File: config.mk
export PLATFORM = sky130hd
export DESIGN_NAME = sei_ctrl
export DESIGN_NICKNAME = d
export VERILOG_FILES = /design/src/sv/sei_pkg.sv /design/src/sv/sei_ctrl.sv
export SDC_FILE = /design/constraint.sdc
export NUM_CORES = 1
export LEC_CHECK = 0
export ABC_AREA = 1
export BUFFER_PORTS_ARGS = -buffer_cell sky130_fd_sc_hd__buf_4
export CAP_MARGIN = 20
export CORE_MARGIN = 10
export CORE_UTILIZATION = 48
export CTS_CLUSTER_DIAMETER = 200
export CTS_CLUSTER_SIZE = 20
export DETAILED_ROUTE_END_ITERATION = 10
export HOLD_SLACK_MARGIN = 0.1
export PLACE_DENSITY = 0.82
export SYNTH_ARGS = -nofsm -noshare
export SYNTH_HDL_FRONTEND = slang
export SYNTH_SLANG_ARGS = --single-unit
File: constraint.sdc
create_clock -name clk -period 1.5 [get_ports clk]
set_input_delay 0.15 -clock clk [delete_from_list [all_inputs] [get_ports clk]]
set_output_delay 0.15 -clock clk [all_outputs]
set_load 0.05 [all_outputs]
File: src/sv/sei_pkg.sv
package sei_pkg;

    localparam int MAX_EDGES = 32;
    localparam int IDX_W     = $clog2(MAX_EDGES);
    localparam int CNT_W     = $clog2(MAX_EDGES + 1);
    localparam int QUO_W     = 33;
    localparam int DEN_W     = 16;
    localparam int STEP_W    = $clog2(QUO_W + 1);

    typedef enum logic [1:0] {
        REQ_CLEAR = 2'd0,
        REQ_ADD   = 2'd1,
        REQ_QUERY = 2'd2,
        REQ_NOP   = 2'd3
    } req_t;

    typedef enum logic [1:0] {
        ST_OK    = 2'd0,
        ST_HORIZ = 2'd1,
        ST_FULL  = 2'd2,
        ST_EMPTY = 2'd3
    } status_t;

    typedef enum logic [1:0] {
        SEL_X = 2'd0,
        SEL_U = 2'd1,
        SEL_V = 2'd2,
        SEL_NA = 2'd3
    } sel_t;

    typedef struct packed {
        logic signed [15:0] x_start;
        logic signed [15:0] y_low;
        logic signed [15:0] y_high;
        logic signed [31:0] x_slope;
        logic [16:0]        u_start;
        logic signed [31:0] u_slope;
        logic [16:0]        v_start;
        logic signed [31:0] v_slope;
    } edge_t;

    typedef struct packed {
        logic signed [15:0] x;
        logic [16:0]        u;
        logic [16:0]        v;
    } point_t;

    typedef struct packed {
        logic    latch;
        logic    count_clr;
        logic    count_inc;
        logic    mem_wr;
        logic    mem_rd;
        logic    q_init;
        logic    mul_en;
        logic    ins_en;
        logic    div_start;
        sel_t    sel;
        logic    slope_ld;
        logic    resp_ld;
        status_t resp_status;
        logic    emit_ld;
    } cmd_t;

    typedef struct packed {
        req_t req;
        logic horiz;
        logic full;
        logic count_zero;
        logic div_done;
        logic idx_last;
        logic n_zero;
        logic k_last;
    } stat_t;

endpackage

File: src/sv/sei_ctrl.sv
module sei_ctrl (
    input  logic           clk,
    input  logic           rst_n,
    input  logic           start,
    output logic           busy,
    input  sei_pkg::stat_t stat,
    output sei_pkg::cmd_t  cmd
);
    import sei_pkg::*;

    typedef enum logic [7:0] {
        S_IDLE   = 8'b0000_0001,
        S_DECODE = 8'b0000_0010,
        S_DIV    = 8'b0000_0100,
        S_WRITE  = 8'b0000_1000,
        S_QRD    = 8'b0001_0000,
        S_QMUL   = 8'b0010_0000,
        S_QINS   = 8'b0100_0000,
        S_EMIT   = 8'b1000_0000
    } state_t;

    state_t state_reg, state_next;
    sel_t   sel_reg, sel_next;

    always_comb
    begin
        state_next = state_reg;
        sel_next   = sel_reg;
        cmd        = '0;
        cmd.sel    = sel_reg;
        unique case (state_reg)
            S_IDLE:
            begin
                sel_next = SEL_X;
                if (start)
                begin
                    cmd.latch  = 1'b1;
                    state_next = S_DECODE;
                end
            end
            S_DECODE:
            begin
                unique case (stat.req)
                    REQ_CLEAR:
                    begin
                        cmd.count_clr   = 1'b1;
                        cmd.resp_ld     = 1'b1;
                        cmd.resp_status = ST_OK;
                        state_next      = S_IDLE;
                    end
                    REQ_ADD:
                    begin
                        priority if (stat.horiz)
                        begin
                            cmd.resp_ld     = 1'b1;
                            cmd.resp_status = ST_HORIZ;
                            state_next      = S_IDLE;
                        end
                        else if (stat.full)
                        begin
                            cmd.resp_ld     = 1'b1;
                            cmd.resp_status = ST_FULL;
                            state_next      = S_IDLE;
                        end
                        else
                        begin
                            cmd.div_start = 1'b1;
                            cmd.sel       = SEL_X;
                            state_next    = S_DIV;
                        end
                    end
                    REQ_QUERY:
                    begin
                        cmd.q_init = 1'b1;
                        state_next = stat.count_zero ? S_EMIT : S_QRD;
                    end
                    default:
                    begin
                        cmd.resp_ld     = 1'b1;
                        cmd.resp_status = ST_OK;
                        state_next      = S_IDLE;
                    end
                endcase
            end
            S_DIV:
            begin
                if (stat.div_done)
                begin
                    cmd.slope_ld = 1'b1;
                    if (sel_reg == SEL_V)
                    begin
                        state_next = S_WRITE;
                    end
                    else
                    begin
                        sel_next      = (sel_reg == SEL_X) ? SEL_U : SEL_V;
                        cmd.sel       = sel_next;
                        cmd.div_start = 1'b1;
                    end
                end
            end
            S_WRITE:
            begin
                cmd.mem_wr      = 1'b1;
                cmd.count_inc   = 1'b1;
                cmd.resp_ld     = 1'b1;
                cmd.resp_status = ST_OK;
                state_next      = S_IDLE;
            end
            S_QRD:
            begin
                cmd.mem_rd = 1'b1;
                state_next = S_QMUL;
            end
            S_QMUL:
            begin
                cmd.mul_en = 1'b1;
                state_next = S_QINS;
            end
            S_QINS:
            begin
                cmd.ins_en = 1'b1;
                state_next = stat.idx_last ? S_EMIT : S_QRD;
            end
            S_EMIT:
            begin
                if (stat.n_zero)
                begin
                    cmd.resp_ld     = 1'b1;
                    cmd.resp_status = ST_EMPTY;
                    state_next      = S_IDLE;
                end
                else
                begin
                    cmd.emit_ld = 1'b1;
                    if (stat.k_last)
                        state_next = S_IDLE;
                end
            end
            default:
            begin
                state_next = S_IDLE;
            end
        endcase
    end

    always_ff @(posedge clk or negedge rst_n)
    begin
        if (!rst_n)
        begin
            state_reg <= S_IDLE;
            sel_reg   <= SEL_X;
        end
        else
        begin
            state_reg <= state_next;
            sel_reg   <= sel_next;
        end
    end

    assign busy = (state_reg != S_IDLE);

endmodule

Word-level counts from Yosys, hierarchy flattened
Cells that the tools add are included.
{"block": "totals", "in_bits": 12, "output_inout_bits": 17, "regBits": 10}
{"block": "classes", "eq_ne": 17, "mux": 39, "reduce_logical": 5}
{"op": "8-bit two-way mux", "count": 8}
{"op": "8-bit case mux with 7 select lines", "count": 1}
{"op": "3-bit two-way mux", "count": 8}
{"op": "8-bit case mux with 2 select lines", "count": 1}
{"op": "1-bit two-way mux", "count": 12}
{"op": "3-bit case mux with 2 select lines", "count": 2}
{"op": "3-bit case mux with 3 select lines", "count": 1}
{"op": "8-bit by 1-bit == test with 1-bit output (second input constant)", "count": 1}
{"op": "8-bit by 2-bit == test with 1-bit output (second input constant)", "count": 1}
{"op": "8-bit by 3-bit == test with 1-bit output (second input constant)", "count": 1}
{"op": "8-bit by 4-bit == test with 1-bit output (second input constant)", "count": 1}
{"op": "8-bit by 5-bit == test with 1-bit output (second input constant)", "count": 1}
{"op": "8-bit by 6-bit == test with 1-bit output (second input constant)", "count": 1}
{"op": "8-bit by 7-bit == test with 1-bit output (second input constant)", "count": 1}
{"op": "8-bit == test (second input constant)", "count": 1}
{"op": "2-bit two-way mux", "count": 4}
{"op": "2-bit inequality test (second input constant)", "count": 4}
{"op": "8-bit by 1-bit inequality test with 1-bit output (second input constant)", "count": 1}
{"op": "2-bit == test (second input constant)", "count": 2}
{"op": "2-bit zero test", "count": 2}
{"op": "4-bit two-way mux", "count": 1}
{"op": "2-bit case mux with 2 select lines", "count": 1}
{"op": "4-bit AND reduction", "count": 1}
{"op": "3-bit inequality test (second input constant)", "count": 1}
{"op": "other kinds (3)", "count": 3}

Logic depth before layout (Yosys ltp)
{"block": "logic_depth", "word_depth": 5, "ltp_mapped": 9}

Worst setup path after synthesis
Ideal clock, no wire load.
{"block": "synth_timing", "path_type": "flip-flop to output port", "startpoint": "reg state_reg[4]", "endpoint": "out cmd[0] (netlist bit)", "arrival_time_ns": 2.139, "t_required_ns": 1.350, "stages_incl_launch_ff": 4, "path_buffers": 0, "path_slack_ns": -0.789, "cell_sequence": "dfrtp_1 -> nor2_2 -> inv_1 -> nor4_1"}
{"element": "start: declaration", "line": "sei_ctrl.sv:22", "rtl": "state_t state_reg, state_next;"}
{"element": "start signal: assignment", "line": "sei_ctrl.sv:156", "rtl": "state_reg <= state_next;"}
{"element": "end: declaration", "line": "sei_ctrl.sv:7", "rtl": "output sei_pkg::cmd_t cmd"}

==> metrics.md <==
| Metric | Value |
|---|---|
| Hold Crit Class | `in -> reg` |
| Worst-case reg-to-reg path depth | `11` |
| Routed length on met2 | `2.29 mm` |
| GR Overflow Total | `0` |
| Clock Path Buffers | `2` |
| TritonCTS Sinks | `10` |
| Layout cells sized above 1 | `0.536` |
| Vias in the first global route | `1110` |
| Failing checks | `setup timing` |
| CP max stage cell | `dfrtp_1` |
| Synth unique cells | `25` |
| RSZ-0062 raised after global routing | `yes` |
| Actual slew at the worst max-slew pin | `0.327 ns` |
| Initial DRC Count | `118` |
| Worst-path clk slew | `0.07 ns` |
| Critical Path Fanout Max | `5` |
| Overall Power | `2.31 mW` |
| Die Width | `61.8 microns` |
| Core area | `~1700 sq um` |
| Worst setup SP type | `register` |
| Setup crit start | `state_reg[6]` |
| Post-place setup slack | `-0.00978 ns` |
| Yosys reg bits | `10` |
| Final Skew | `0.00665 ns` |
| Worst R2R End | `state_reg[7]` |
| CTS tree | `built` |
| Status | `finished, violations left` |
| DRT antenna net count | `0` |
| Top routing layer in use | `met4` |
| CP Cell Sequence | `nor2_4 -> nand2_4 -> nor2_4 -> inv_2 -> nor2_2 -> o21ai_2 -> nand2_2 -> buf_8` |
| Most frequent cells in the layout | `buf_4, nand2_1, inv_1, nor2_4, nor2_1` |
| Antenna cells | `0` |
| Gpl congestion | `0.836` |
| Die Span Y | `61.8 microns` |
| Cell area after synthesis | `838 sq um` |
| Max reg flops | `8` |
| Hpwl dp | `2.09 mm` |
| M1 WL | `1.50 mm` |
| Starting Density | `0.496` |
| Area growth syn-to-layout | `87.8%` |
| Die ar. | `3820 sq um` |
| CP peak stage delay | `about 0.43 ns` |
| Setup ws final | `-0.399 ns` |
| DRC violations left | `0` |
| Syn_area_per_cell | `6.76 sq um` |
| Tmin final | `1.90 ns` |
| CP Class | `reg -> out` |
| Worst r2r src | `state_reg[6]` |
| Synth Instances | `approximately 120` |
| Ports | `29` |
| CTS Root Cell | `clkbuf_4` |
| Final wirelength | `between 4 and 5 mm` |
| R2r setup slk | `-0.29 ns` |
| Routed WL per cell | `22.2 microns` |
| Via count of the routed design | `1179` |
| Commonest non-fill, non-tap cell in the layout | `buf_4` |
| First-pass GRT wire length | `4.86 mm` |
| Worst Setup End Kind | `output pin` |
| Row cnt | `15` |
| GRT Util Overall | `0.169` |
| Vias per Instance | `5.95` |
| I/O Buffers | `28` |
| Final instance area | `1570 sq um` |
| Req. time, crit path | `1.35 ns` |
| Syn_nets | `between 100 and 150` |
| # H-tree levels | `1` |
| Metal3 WL | `385 microns` |
| Arrival time at the worst endpoint | `1.75 ns` |
| Period utilization | `1.27` |
| Initial antenna violation count | `0` |
| Max Clock Freq | `between 500 and 600 MHz` |
| PwrDens | `1470 nW/um^2` |
| Register area share after synthesis | `0.300` |
| Final Setup Violations | `23` |
| Worst relative slew slack | `0.779` |
| Clk_lat worst skew | `0.28 ns` |
| Final hold vios | `0` |
| Largest net degree at the start of global routing | `11` |
| Peak supply drop | `around 1.8 mV` |
| Leakage power | `0.793 nW` |
| Dpl cell area | `1170 sq um` |
| Fin. max-slew vios | `0` |
| Nets | `about 200` |
| First drt pass iteration count | `5` |
| CP endpoint | `cmd[6]` |
| CTS buffer count | `3` |
| Ys Warns | `0` |
| Maxcap violations | `0` |
| Most used cell, CP | `nor2_4` |
[what timing repair did]
action | CTS | global route
endpoints found under the setup margin | 17 | 21
pin swaps | 9 | 12
hold endpoints to repair | 11 | 0
hold buffers | 2 | 0
gates resized for setup | 37 | 22
setup buffers | 8 | 9
[cells by family (layout without fill, tap and decap cells)]
group	Yosys count	after routing	synth area share
buffers and inverters	25	82	0.119
AND/OR/NAND/NOR	76	76	0.458
flip-flops	10	10	0.300
AO/OA/AOI/OAI	10	10	0.0776
adder cells (fa/ha/maj)	3	3	0.0448
[routing by layer]
layer | vias to the layer above | track usage
met2 | 101 | 0.309
met5 | - | 0
met4 | 0 | 0.0669
met3 | 22 | 0.0569
li1 | 500 | -
met1 | 556 | 0.172
[per-stage QoR]
| step | utilization | TNS, ns | hold slack, ns | instances |
|---|---|---|---|---|
| 2_1_floorplan | - | -1.08 | -0.146 | 124 |
| 3_3_place_gp | 0.696 | 0 | -0.0165 | 175 |
| 3_5_place_dp | 0.696 | -0.00978 | -0.0158 | 175 |
| 4_1_cts | 0.844 | -2.76 | 0.155 | 189 |
| 5_1_grt | 0.932 | -6.62 | 0.215 | 198 |
| 6_report | 0.932 | -5.44 | 0.209 | 198 |
[worst max-delay path: cells and delay by family, from the launching register on]
kind	cells	cell delay [ns]
buffers and inverters	2	0.20
AND/OR/NAND/NOR	5	0.73
AO/OA/AOI/OAI	1	0.11
flip-flops	1	0.43
[how the worst min path moves through the flow]
stage,cells after the start,slack [ns],startpoint,to
after global placement,1,-0.02,rst_n,state_reg[5]
after detailed placement,1,-0.02,rst_n,state_reg[5]
after global routing,3,0.22,stat[4],state_reg[4]
final,3,0.21,start,state_reg[1]
after CTS,3,0.15,stat[3],sel_reg[0]
after floorplan,0,-0.15,rst_n,sel_reg[0]
[power breakdown]
part	switching, mW	internal (mW)	total, mW
combinational	1.01	0.681	1.69
sequential	0.0482	0.321	0.369
clock	0.102	0.148	0.250
total	1.16	1.15	2.31
[cells in the mapped netlist, drive strengths merged]
master  number  area [sq um]
inv         24          92.6
nand3b       2          15.0
nand3       12          70.1
buf          1          7.51
o211ai       1          7.51
nor2        34           176
ha           3          37.5
o31ai        2          15.0
o311ai       1          8.76
nand2       25           104
dfstp        1          26.3
nor4         1          6.26
nand4        2          12.5
dfrtp        9           225
o21ai        6          33.8
[layout make-up]
type / instances / area, sq um
Clock buffer: 4 / 36.3
Fill cell: 57 / 115
Inverter: 24 / 97.6
Multi-Input combinational cell: 89 / 644
Sequential cell: 10 / 251
Tap cell: 17 / 21.3
Timing Repair Buffer: 54 / 523
No activity file was read; power rests on OpenSTA's default activity.
